File: src/frt_pkg.sv
package frt_pkg;

  localparam int unsigned CmdW    = 2;
  localparam int unsigned StatusW = 4;
  localparam int unsigned LenW    = 20;
  localparam int unsigned CountW  = 9;
  localparam int unsigned AgedW   = 5;
  localparam int unsigned SumW    = 16;
  localparam int unsigned TimeW   = 32;
  localparam int unsigned KeyW    = 80;

  typedef enum logic [CmdW-1:0] {
    CMD_FRAG  = 2'd0,
    CMD_TICK  = 2'd1,
    CMD_FLUSH = 2'd2,
    CMD_NONE  = 2'd3
  } cmd_e;

  typedef enum logic [StatusW-1:0] {
    ST_ACCEPTED      = 4'd0,
    ST_DUPLICATE     = 4'd1,
    ST_FIRST_MISSING = 4'd2,
    ST_TABLE_FULL    = 4'd3,
    ST_REASSEMBLED   = 4'd4,
    ST_SUM_FAIL      = 4'd5,
    ST_NO_ENTRY      = 4'd6,
    ST_TICK          = 4'd7,
    ST_FLUSHED       = 4'd8
  } status_e;

  localparam logic [LenW-1:0]   LenMax   = '1;
  localparam logic [CountW-1:0] CountMax = 9'd256;
  localparam logic [SumW-1:0]   SumMax   = '1;

  // One stored context: key, counters and deadline.
  typedef struct packed {
    logic [KeyW-1:0]   key;
    logic [CountW-1:0] count;
    logic [SumW-1:0]   id_sum;
    logic [LenW-1:0]   length;
    logic [TimeW-1:0]  deadline;
  } slot_t;

  localparam int unsigned SlotW = $bits(slot_t);

endpackage

File: src/frt_ram.sv
module frt_ram #(
  parameter int unsigned Width = 8,
  parameter int unsigned Depth = 16
) (
  input  logic                     clk_i,
  input  logic                     we_i,
  input  logic [$clog2(Depth)-1:0] waddr_i,
  input  logic [Width-1:0]         wdata_i,
  input  logic [$clog2(Depth)-1:0] raddr_i,
  output logic [Width-1:0]         rdata_o
);

  logic [Width-1:0] mem_q [Depth];

  always_ff @(posedge clk_i) begin
    if (we_i) begin
      mem_q[waddr_i] <= wdata_i;
    end
    rdata_o <= mem_q[raddr_i];
  end

endmodule

File: src/fragment_reassembly_tracker.sv
// Fragment reassembly tracker. Pulse start_i with an arrival, tick or flush
// command while busy_o is low; exactly one result follows, shown for a single
// cycle with result_valid_o, and it cannot be stalled. Contexts sit in a RAM
// with one registered read port, walked one slot at a time by a small
// sequencer, which takes no new command until its result is out. Ticks and
// arrivals that match no context walk every slot; an arrival that matches the
// context in slot k stops the walk there. Flush and unknown commands answer on
// the next cycle and never raise busy_o.
// The valid bits live in flip-flops and are cleared by reset and flush.
module fragment_reassembly_tracker #(
  parameter int unsigned ENTRIES = 16
) (
  input  logic        clk_i,
  input  logic        rst_ni,
  // command channel
  input  logic        start_i,
  output logic        busy_o,
  input  logic [1:0]  cmd_i,
  input  logic [15:0] msg_type_i,
  input  logic [15:0] message_id_i,
  input  logic [7:0]  fragment_id_i,
  input  logic        last_flag_i,
  input  logic [47:0] origin_mac_i,
  input  logic [10:0] frag_len_i,
  // results
  output logic        result_valid_o,
  output logic [3:0]  status_o,
  output logic [19:0] total_length_o,
  output logic [8:0]  fragment_count_o,
  output logic [4:0]  aged_count_o,
  // configuration
  input  logic        psel,
  input  logic        penable,
  input  logic        pwrite,
  input  logic [1:0]  paddr,
  input  logic [31:0] pwdata,
  output logic [31:0] prdata,
  output logic        pready
);

  localparam int unsigned IdxW = $clog2(ENTRIES);
  localparam int unsigned CntW = $clog2(ENTRIES + 1);

  typedef enum logic [5:0] {
    S_IDLE  = 6'b000001,
    S_READ  = 6'b000010,  // address issued, wait for data
    S_CHECK = 6'b000100,  // compare one slot
    S_UPD   = 6'b001000,  // read back matched slot
    S_WRITE = 6'b010000,  // write joined or new slot, finish
    S_DONE  = 6'b100000
  } state_e;

  state_e state_q, state_d;

  logic [15:0]           ageing_q;
  logic [31:0]           now_q;
  logic [ENTRIES-1:0]    valid_q;
  logic [IdxW-1:0]       idx_q;
  logic                  hit_q, free_q;
  logic [IdxW-1:0]       hit_idx_q, free_idx_q;
  logic [CntW-1:0]       aged_q;

  logic [1:0]            cmd_q;
  logic [79:0]           key_q;
  logic [7:0]            fid_q;
  logic                  last_q;
  logic [10:0]           flen_q;

  logic                  we;
  logic [IdxW-1:0]       waddr, raddr;
  frt_pkg::slot_t        wslot, rslot;

  frt_ram #(.Width(frt_pkg::SlotW), .Depth(ENTRIES)) u_ram (
    .clk_i   (clk_i),
    .we_i    (we),
    .waddr_i (waddr),
    .wdata_i (wslot),
    .raddr_i (raddr),
    .rdata_o (rslot)
  );

  // config port
  assign pready = 1'b1;
  assign prdata = (paddr == 2'd0) ? {16'd0, ageing_q} : 32'd0;
  always_ff @(posedge clk_i or negedge rst_ni) begin
    if (!rst_ni) begin
      ageing_q <= 16'd1000;
    end else if (psel && penable && pwrite && paddr == 2'd0) begin
      ageing_q <= pwdata[15:0];
    end
  end

  assign busy_o = (state_q != S_IDLE);
  // scan address, except in S_UPD where the matched slot is read back
  assign raddr  = (state_q == S_UPD) ? hit_idx_q : idx_q;

  // deadline reached check for the slot under scan
  logic [31:0] dl_diff;
  logic        expired, slot_hit;
  assign dl_diff  = rslot.deadline - now_q;
  assign expired  = (dl_diff == 32'd0) || dl_diff[31];
  assign slot_hit = valid_q[idx_q] && (rslot.key == key_q);

  // join arithmetic on the matched slot
  logic [20:0] len_sum;
  logic [16:0] id_sum;
  logic [15:0] sum_new;
  logic [8:0]  cnt_new;
  logic [19:0] len_new;
  assign len_sum = {1'b0, rslot.length} + 21'(flen_q);
  assign len_new = len_sum[20] ? frt_pkg::LenMax : len_sum[19:0];
  assign id_sum  = {1'b0, rslot.id_sum} + 17'(fid_q);
  assign sum_new = id_sum[16] ? frt_pkg::SumMax : id_sum[15:0];
  assign cnt_new = (rslot.count < frt_pkg::CountMax) ? rslot.count + 9'd1 : rslot.count;

  logic [15:0] fid_prod;
  assign fid_prod = 16'(fid_q) * (16'(fid_q) + 16'd1);

  logic last_idx;
  assign last_idx = (idx_q == IdxW'(ENTRIES - 1));

  logic        res_v_d;
  logic [3:0]  res_st_d;
  logic [19:0] res_len_d;
  logic [8:0]  res_cnt_d;
  logic [4:0]  res_aged_d;

  always_comb begin
    state_d    = state_q;
    we         = 1'b0;
    waddr      = hit_idx_q;
    wslot      = rslot;
    res_v_d    = 1'b0;
    res_st_d   = frt_pkg::ST_NO_ENTRY;
    res_len_d  = '0;
    res_cnt_d  = '0;
    res_aged_d = '0;
    unique case (state_q)
      S_IDLE: begin
        if (start_i) begin
          unique case (frt_pkg::cmd_e'(cmd_i))
            frt_pkg::CMD_FRAG, frt_pkg::CMD_TICK: state_d = S_READ;
            frt_pkg::CMD_FLUSH: begin
              res_v_d  = 1'b1;
              res_st_d = frt_pkg::ST_FLUSHED;
            end
            default: res_v_d = 1'b1;
          endcase
        end
      end
      S_READ: state_d = S_CHECK;
      S_CHECK: begin
        if (last_idx || (cmd_q == frt_pkg::CMD_FRAG && slot_hit)) begin
          state_d = S_UPD;
        end else begin
          state_d = S_READ;
        end
      end
      S_UPD: state_d = S_WRITE;  // hit slot read issued
      S_WRITE: begin
        state_d = S_DONE;
        res_v_d = 1'b1;
        if (cmd_q == frt_pkg::CMD_TICK) begin
          res_st_d   = frt_pkg::ST_TICK;
          res_aged_d = 5'(aged_q);
        end else if (hit_q) begin
          if (fid_q == 8'd0) begin
            res_st_d = frt_pkg::ST_DUPLICATE;
          end else begin
            we           = 1'b1;
            wslot.length = len_new;
            wslot.count  = cnt_new;
            wslot.id_sum = sum_new;
            if (last_q) begin
              res_st_d  = (fid_prod[15:0] == {sum_new[14:0], 1'b0} && !sum_new[15])
                          ? frt_pkg::ST_REASSEMBLED : frt_pkg::ST_SUM_FAIL;
              res_len_d = len_new;
              res_cnt_d = cnt_new;
            end else begin
              res_st_d = frt_pkg::ST_ACCEPTED;
            end
          end
        end else if (fid_q != 8'd0) begin
          res_st_d = frt_pkg::ST_FIRST_MISSING;
        end else if (!free_q) begin
          res_st_d = frt_pkg::ST_TABLE_FULL;
        end else begin
          we             = 1'b1;
          waddr          = free_idx_q;
          wslot.key      = key_q;
          wslot.count    = 9'd1;
          wslot.id_sum   = '0;
          wslot.length   = 20'(flen_q);
          wslot.deadline = now_q + 32'(ageing_q);
          if (last_q) begin
            res_st_d  = frt_pkg::ST_REASSEMBLED;
            res_len_d = 20'(flen_q);
            res_cnt_d = 9'd1;
          end else begin
            res_st_d = frt_pkg::ST_ACCEPTED;
          end
        end
      end
      S_DONE: state_d = S_IDLE;
      default: state_d = S_IDLE;
    endcase
  end

  always_ff @(posedge clk_i or negedge rst_ni) begin
    if (!rst_ni) begin
      state_q        <= S_IDLE;
      valid_q        <= '0;
      now_q          <= '0;
      idx_q          <= '0;
      hit_q          <= 1'b0;
      free_q         <= 1'b0;
      hit_idx_q      <= '0;
      free_idx_q     <= '0;
      aged_q         <= '0;
      result_valid_o <= 1'b0;
    end else begin
      state_q        <= state_d;
      result_valid_o <= res_v_d;
      if (state_q == S_IDLE && start_i) begin
        idx_q  <= '0;
        hit_q  <= 1'b0;
        free_q <= 1'b0;
        aged_q <= '0;
        if (cmd_i == frt_pkg::CMD_TICK) now_q <= now_q + 32'd1;
        if (cmd_i == frt_pkg::CMD_FLUSH) valid_q <= '0;
      end
      if (state_q == S_CHECK) begin
        if (!last_idx) idx_q <= idx_q + IdxW'(1);
        if (cmd_q == frt_pkg::CMD_TICK) begin
          if (valid_q[idx_q] && expired) begin
            valid_q[idx_q] <= 1'b0;
            aged_q         <= aged_q + CntW'(1);
          end
        end else begin
          if (slot_hit) begin
            hit_q     <= 1'b1;
            hit_idx_q <= idx_q;
          end
          if (!valid_q[idx_q] && !free_q) begin
            free_q     <= 1'b1;
            free_idx_q <= idx_q;
          end
        end
      end
      if (state_q == S_WRITE && cmd_q == frt_pkg::CMD_FRAG) begin
        if (hit_q && fid_q != 8'd0 && last_q) valid_q[hit_idx_q] <= 1'b0;
        if (!hit_q && fid_q == 8'd0 && free_q && !last_q) valid_q[free_idx_q] <= 1'b1;
      end
    end
  end

  // captured command and result registers
  always_ff @(posedge clk_i) begin
    if (state_q == S_IDLE && start_i) begin
      cmd_q  <= cmd_i;
      key_q  <= {msg_type_i, message_id_i, origin_mac_i};
      fid_q  <= fragment_id_i;
      last_q <= last_flag_i;
      flen_q <= frag_len_i;
    end
    status_o         <= res_st_d;
    total_length_o   <= res_len_d;
    fragment_count_o <= res_cnt_d;
    aged_count_o     <= res_aged_d;
  end

endmodule

File: config.mk
export PLATFORM = sky130hd
export DESIGN_NAME = fragment_reassembly_tracker
export DESIGN_NICKNAME = d
export VERILOG_FILES = /design/src/frt_pkg.sv /design/src/frt_ram.sv /design/src/fragment_reassembly_tracker.sv
export SDC_FILE = /design/constraint.sdc
export NUM_CORES = 2
export LEC_CHECK = 0
export ABC_CLOCK_PERIOD_IN_PS = 16300
export BUFFER_PORTS_ARGS = -buffer_cell sky130_fd_sc_hd__buf_4
export CAP_MARGIN = 30
export CORE_MARGIN = 2
export CORE_UTILIZATION = 30
export CTS_BUF_LIST = sky130_fd_sc_hd__clkbuf_16
export DETAILED_ROUTE_END_ITERATION = 10
export PLACE_DENSITY_LB_ADDON = 0.08
export SYNTH_ARGS = -nofsm -noshare
export SYNTH_HDL_FRONTEND = slang
export SYNTH_SLANG_ARGS = --single-unit
File: constraint.sdc
create_clock -name clk_i -period 16.3 [get_ports clk_i]
set_input_delay 2.445 -clock clk_i [delete_from_list [all_inputs] [get_ports clk_i]]
set_output_delay 2.445 -clock clk_i [all_outputs]
set_load 0.1 [all_outputs]
### Yosys cells after proc, flatten, opt, wreduce, memory -nomap -nowiden

Memories as Yosys holds them, arrays and structs flattened. A register that Yosys moved wholly into a read port is not among the register bits.
Cells that the tools add are included.

* bitwise operators: 7
* $mul: 1
* eq/ne operators: 14
* $add $sub $neg: 9
* reduce and logical (&&, ||, !) cells: 38
* magnitude comparators: 7
* muxes and demuxes: 88

Operators by type and width (number)
* 157-bit two-way mux: 4
* 16-bit two-way mux: 11
* 45-bit two-way mux: 2
* 80-bit == test: 1
* 20-bit two-way mux: 4
* 80-bit two-way mux: 1
* 4-bit two-way mux: 16
* 9-bit two-way mux: 4
* 11-bit two-way mux: 3
* 32-bit by 1-bit adder with 32-bit output (second input constant): 1
* 32-bit by 16-bit adder with 32-bit output: 1
* 16-bit bitwise AND: 2
* 32-bit zero test: 1
* 32-bit two-way mux: 1
* 16-bit inverter: 2
* 32-bit subtractor: 1
* 6-bit case mux with 5 select lines: 1
* 1-bit two-way mux: 26
* 20-bit by 11-bit adder with 21-bit output: 1
* 5-bit two-way mux: 4
* 1-bit logical AND: 18
* 16-bit by 8-bit adder with 17-bit output: 1
* 16-bit == test: 1
* 8-bit by 9-bit multiplier with 16-bit output: 1
* other kinds (34): 56

* flip-flop bits (word level): 230
* memories kept: 1
* logic and storage cells: 185
* input bits: 142
* output and inout bits: 73
* memory bits (writable): 2512

Memory list
* u_ram.mem_q: depth 16, width 157, rd ports 1, clocked after Yosys merged registers in 1, write ports 1, RTL line frt_ram.sv:13 `logic [Width-1:0] mem_q [Depth];`

### Logic depth before layout (Yosys ltp)

* depth after elaboration: 15
* depth in mapped cells: 24
* depth with buffers taken out: 23

### By module

Synthesis repeated with hierarchy kept, for this count alone.

* cells, all modules: 6337
* area, all modules: 116226.5 um2

By module, submodules not included
* frt_ram: seq. area each 78575.4 um2, instances 1, cells each 4096, area each 97388.4 um2
* fragment_reassembly_tracker: seq. area each 6084.6 um2, instances 1, cells each 2241, area each 18838.1 um2

### Worst setup path after synthesis

No wires, ideal clock.

* kind: flip-flop to flip-flop
* start: reg fid_q[0]
* end: mem u_ram.mem_q[8][0] (netlist bit), enable pin
* period minus slack after synthesis: 10.096 ns
* stages on the path, launching flop included: 11
* slack: 6.204 ns
* setup time: 0.676 ns
* arrival: 9.420 ns
* buffers on the path: 1
* required time: 15.624 ns
* cells stage by stage: edfxtp_1 inv_2 ha_1 or4b_2 nor4_2 nand2_1 or2_2 a21oi_1 clkbuf_1 o21ai_0 nor2_1

* longest elaborated chain between the ends: 7
* elaborated cells between the ends (all ways): 13
* classes of those cells: mux: 11; reduce/logical: 2

Ends and longest elaborated chain
* from (decl): RTL line fragment_reassembly_tracker.sv:65 `logic [7:0] fid_q;`
* from (signal assigned): RTL line fragment_reassembly_tracker.sv:262 `fid_q <= fragment_id_i;`
* 8-bit nonzero test or 8-bit zero test (tied branches): RTL line fragment_reassembly_tracker.sv:183, fragment_reassembly_tracker.sv:167
* 1-bit two-way mux, on equally long branches: RTL line fragment_reassembly_tracker.sv:183, fragment_reassembly_tracker.sv:167
* 1-bit two-way mux: RTL line fragment_reassembly_tracker.sv:166 `end else if (hit_q) begin`
* 1-bit two-way mux: RTL line fragment_reassembly_tracker.sv:163 `if (cmd_q == frt_pkg::CMD_TICK) begin`
* 1-bit two-way mux: RTL line fragment_reassembly_tracker.sv:138 `unique case (state_q)`
* 1-bit two-way mux: RTL line frt_ram.sv:16 `if (we_i) begin`
* 1-bit two-way mux (not written as such): RTL line frt_ram.sv:17 `mem_q[waddr_i] <= wdata_i;`
* to (decl): RTL line frt_ram.sv:13

Several ways; a longest one is shown, not always the timed one.

### Worst setup path after layout

* start: reg fid_q[1]
* end: mem u_ram.mem_q[13][150] (netlist bit), enable pin

Same word-level chain as after synthesis.

==> flow_summary.json <==
{
  "status": "finished clean",
  "grt_pass1_vias": 76300,
  "finalPower_w": 0.0212,
  "slew_headroom_pct": 22.9,
  "synthSimpleGateAreaFrac_pct": 15.9,
  "synthTopCellsByArea": "edfxtp_1 65%, nand2_1 9.2%, a311oi_1 3.4%",
  "syn_inst": 9682,
  "intPower_w": 0.0148,
  "switching_power_w": 0.00643,
  "viasPerCell": 5.03,
  "htree_num_levels": 5,
  "synth_top_family_by_area": "simple AND/OR/NAND/NOR gates",
  "hold_viol": 0,
  "synth_compound_area_share_pct": 7.19,
  "synthDistinctLibCells": 93,
  "setup.worst_path.end_class": "flop",
  "synthAdderAreaFrac_pct": 1.96,
  "num_vias": 77400,
  "holdWs_ns": 0.481,
  "synth_edf_count": 2614,
  "p_leak_nw": 48.8,
  "drt-pass1-iter-count": 6,
  "mostFrequentLayoutCells": "2950 x nand2_1, 2614 x edfxtp_1, 694 x nand3_1",
  "rr_worst_depth": 16,
  "antenna_found_initial": 7,
  "p_comb_share_pct": 21.6,
  "worstMarginPinSlew_ns": 1.15,
  "ios": 215,
  "yosys_warnings": 0,
  "cts-hold-fix-buffers": 0,
  "postLayoutSetupSlackWorst_ns": 9.60,
  "postSynth.topFlopCell": "edfxtp_1",
  "p_seq_share_pct": 43.3,
  "ctsResizeCount": 0,
  "grt_usage_pct": 18.3,
  "num_rows": 232,
  "swShare_pct": 30.3,
  "cts_made_buffers": 343,
  "final-setup-viol-count": 0,
  "syn-cell-area_um2": 120000,
  "slew_viol_final": 0,
  "min_path_type": "reg2reg",
  "dieHeight_um": 636,
  "ys_async_sr_fraction_pct": 3.10,
  "cp_max_fo": 43,
  "postRouteAntennaNets": 0,
  "grt_pass1_wl_um": 550000,
  "post-route-drc-count": 0,
  "clkLatencyLatePin_ns": 0.94,
  "dpl.hpwl_um": 195000,
  "rsz0062_at_grt": "false",
  "drtIter0Drc": 6101,
  "clock-root-buffer": "clkbuf_16",
  "fin_crit_ns": 6.70,
  "post-route-period-util_pct": 41.1,
  "clock_sinks": 2899,
  "worstSetupPathType": "reg2reg",
  "pwr-share-clk_pct": 35.1,
  "worstSetupStartpointType": "flop",
  "post_drt_wl_per_cell_um": 24.8,
  "layout_commonest_cell": "nand2_1",
  "overflow": 0,
  "arrival_ns": 7.24,
  "synth-xor-area-share_pct": 1.47,
  "dp_slack_ns": 9.50,
  "synth_top_area_share_pct": 65.5,
  "numPortBuffers": 181,
  "path_clk_slew_ns": 0.05,
  "gp_congestion": 0.799,
  "die_x_um": 636,
  "cts_tree": "yes",
  "core_area_um2": 399000,
  "fin_nets": 10100,
  "drv_cap": 0,
  "muxShareOfSynthArea_pct": 0.381,
  "cts_setup_buffers": 0,
  "synthToLayoutAreaGrowth_pct": 15.9,
  "max_freq_mhz": 149,
  "start_util_pct": 30.1,
  "die-area_um2": 405000,
  "clk_path_buf_depth": 4,
  "tns_ns": 0,
  "fin_skew_ns": 0.0375,
  "p_per_area_nw_per_um2": 153,
  "peakVddDrop_uv": 156,
  "avgSynthCellArea_um2": 12.4,
  "drive_gt1_share_pct": 9.47,
  "finalWirelength_um": 381000,
  "ys_seq_area_share_pct": 70.6,
  "grt_max_degree": 178,
  "whs_path_depth": 1,
  "ys_ff_latch": 2899,
  "critPathRequiredTime_ns": 16.84,
  "yosys.area.top_type": "edfxtp_1"
}
power groups by stage:
stage	Combinational, W	Clock, W	Sequential (W)
2_1_floorplan	0.00312	0	0.00919
3_3_place_gp	0.00457	0	0.00935
3_5_place_dp	0.00460	0	0.00935
4_1_cts	0.00462	0.00767	0.00920
5_1_grt	0.00511	0.00794	0.00921
6_report	0.00458	0.00744	0.00919
registers in the layout, indices dropped and copies added, names as in the netlist, 8 cells and up:
| register | cells |
|---|---|
| fid_q | 8 |
| valid_q | 16 |
| u_ram.rdata_o | 157 |
| now_q | 32 |
| ageing_q | 16 |
| key_q | 80 |
| u_ram.mem_q | 2512 |
| fragment_count_o | 9 |
| flen_q | 11 |
| total_length_o | 20 |
layer usage:
metal	up-vias	wire (um)	track usage, %	part of all wire (%)
met1	39600	179000	26.0	47
met3	428	15700	2.16	4.1
met4	0	7750	4.12	2.0
li1	35700	-	-	-
met2	1687	178000	30.1	47
met5	-	0	0	0
Yosys cell counts, types with 90 or more instances:
master	instances
xor2_1	90
edfxtp_1	2614
dfxtp_1	195
nor2_1	132
nand2_1	2953
o21ai_0	116
clkbuf_1	562
a311oi_1	471
a21oi_1	266
inv_1	136
nand3_1	694
ha_1	116
xnor2_1	111
and3_1	350
a31oi_1	165
through the flow:
step	std cells	utilization, %	instance area (um^2)
floorplan	9697	-	120000
global placement	14700	32.0	128000
detailed placement	14700	32.1	128000
CTS	15400	34.8	139000
global route	15400	34.8	139000
finish	15400	34.8	139000
path summary, 6_finish.rpt:
path / startpoint / slack, ns / end
max reg2reg: fid_q[1]$_DFFE_PP_ / 9.60 / u_ram.mem_q[13][150]$_DFFE_PP_
max in group asynchronous: rst_ni / 13.54 / now_q[31]$_DFFE_PN0P_
min: now_q[27]$_DFFE_PN0P_ / 0.48 / now_q[27]$_DFFE_PN0P_
min reg2reg: now_q[27]$_DFFE_PN0P_ / 0.48 / now_q[27]$_DFFE_PN0P_
max: fid_q[1]$_DFFE_PP_ / 9.60 / u_ram.mem_q[13][150]$_DFFE_PP_
min in group asynchronous: rst_ni / 1.55 / state_q[3]$_DFFE_PN0P_
kinds of logic (layout without fill, tap and decap cells):
family | Yosys count | in the layout
mux | 38 | 38
xor+xnor | 201 | 201
compound gates | 1207 | 1207
fa+ha+maj | 161 | 161
other cells | 2 | 19
buf+inv | 767 | 1194
simple gates | 4407 | 4407
flops | 2899 | 2899
worst max-delay path: stages, from the launching register on:
cell	delay [ns]
edfxtp_1	0.57
clkinv_1	0.35
ha_1	0.22
or4b_2	0.61
nor4_2	0.15
buf_4	0.26
nand2_1	0.12
nor2_1	0.12
buf_4	0.25
nand2_4	0.38
nor2_1	0.22
o21ai_0	0.12
buf_4	0.21
nor2_4	0.46
buf_4	0.68
buf_4	0.72
buf_4	0.76
layout make-up:
type / count / area (um^2)
diodes: 2 / 5.00
well taps: 5265 / 6590
clock buffers: 350 / 8760
clock inverters: 293 / 2150
repair buffers: 409 / 3610
flip-flops and latches: 2899 / 84700
fillers: 38900 / 260000
multi-input cells: 6031 / 32500
inverters: 142 / 541
Power figures use the tool's default switching activity.
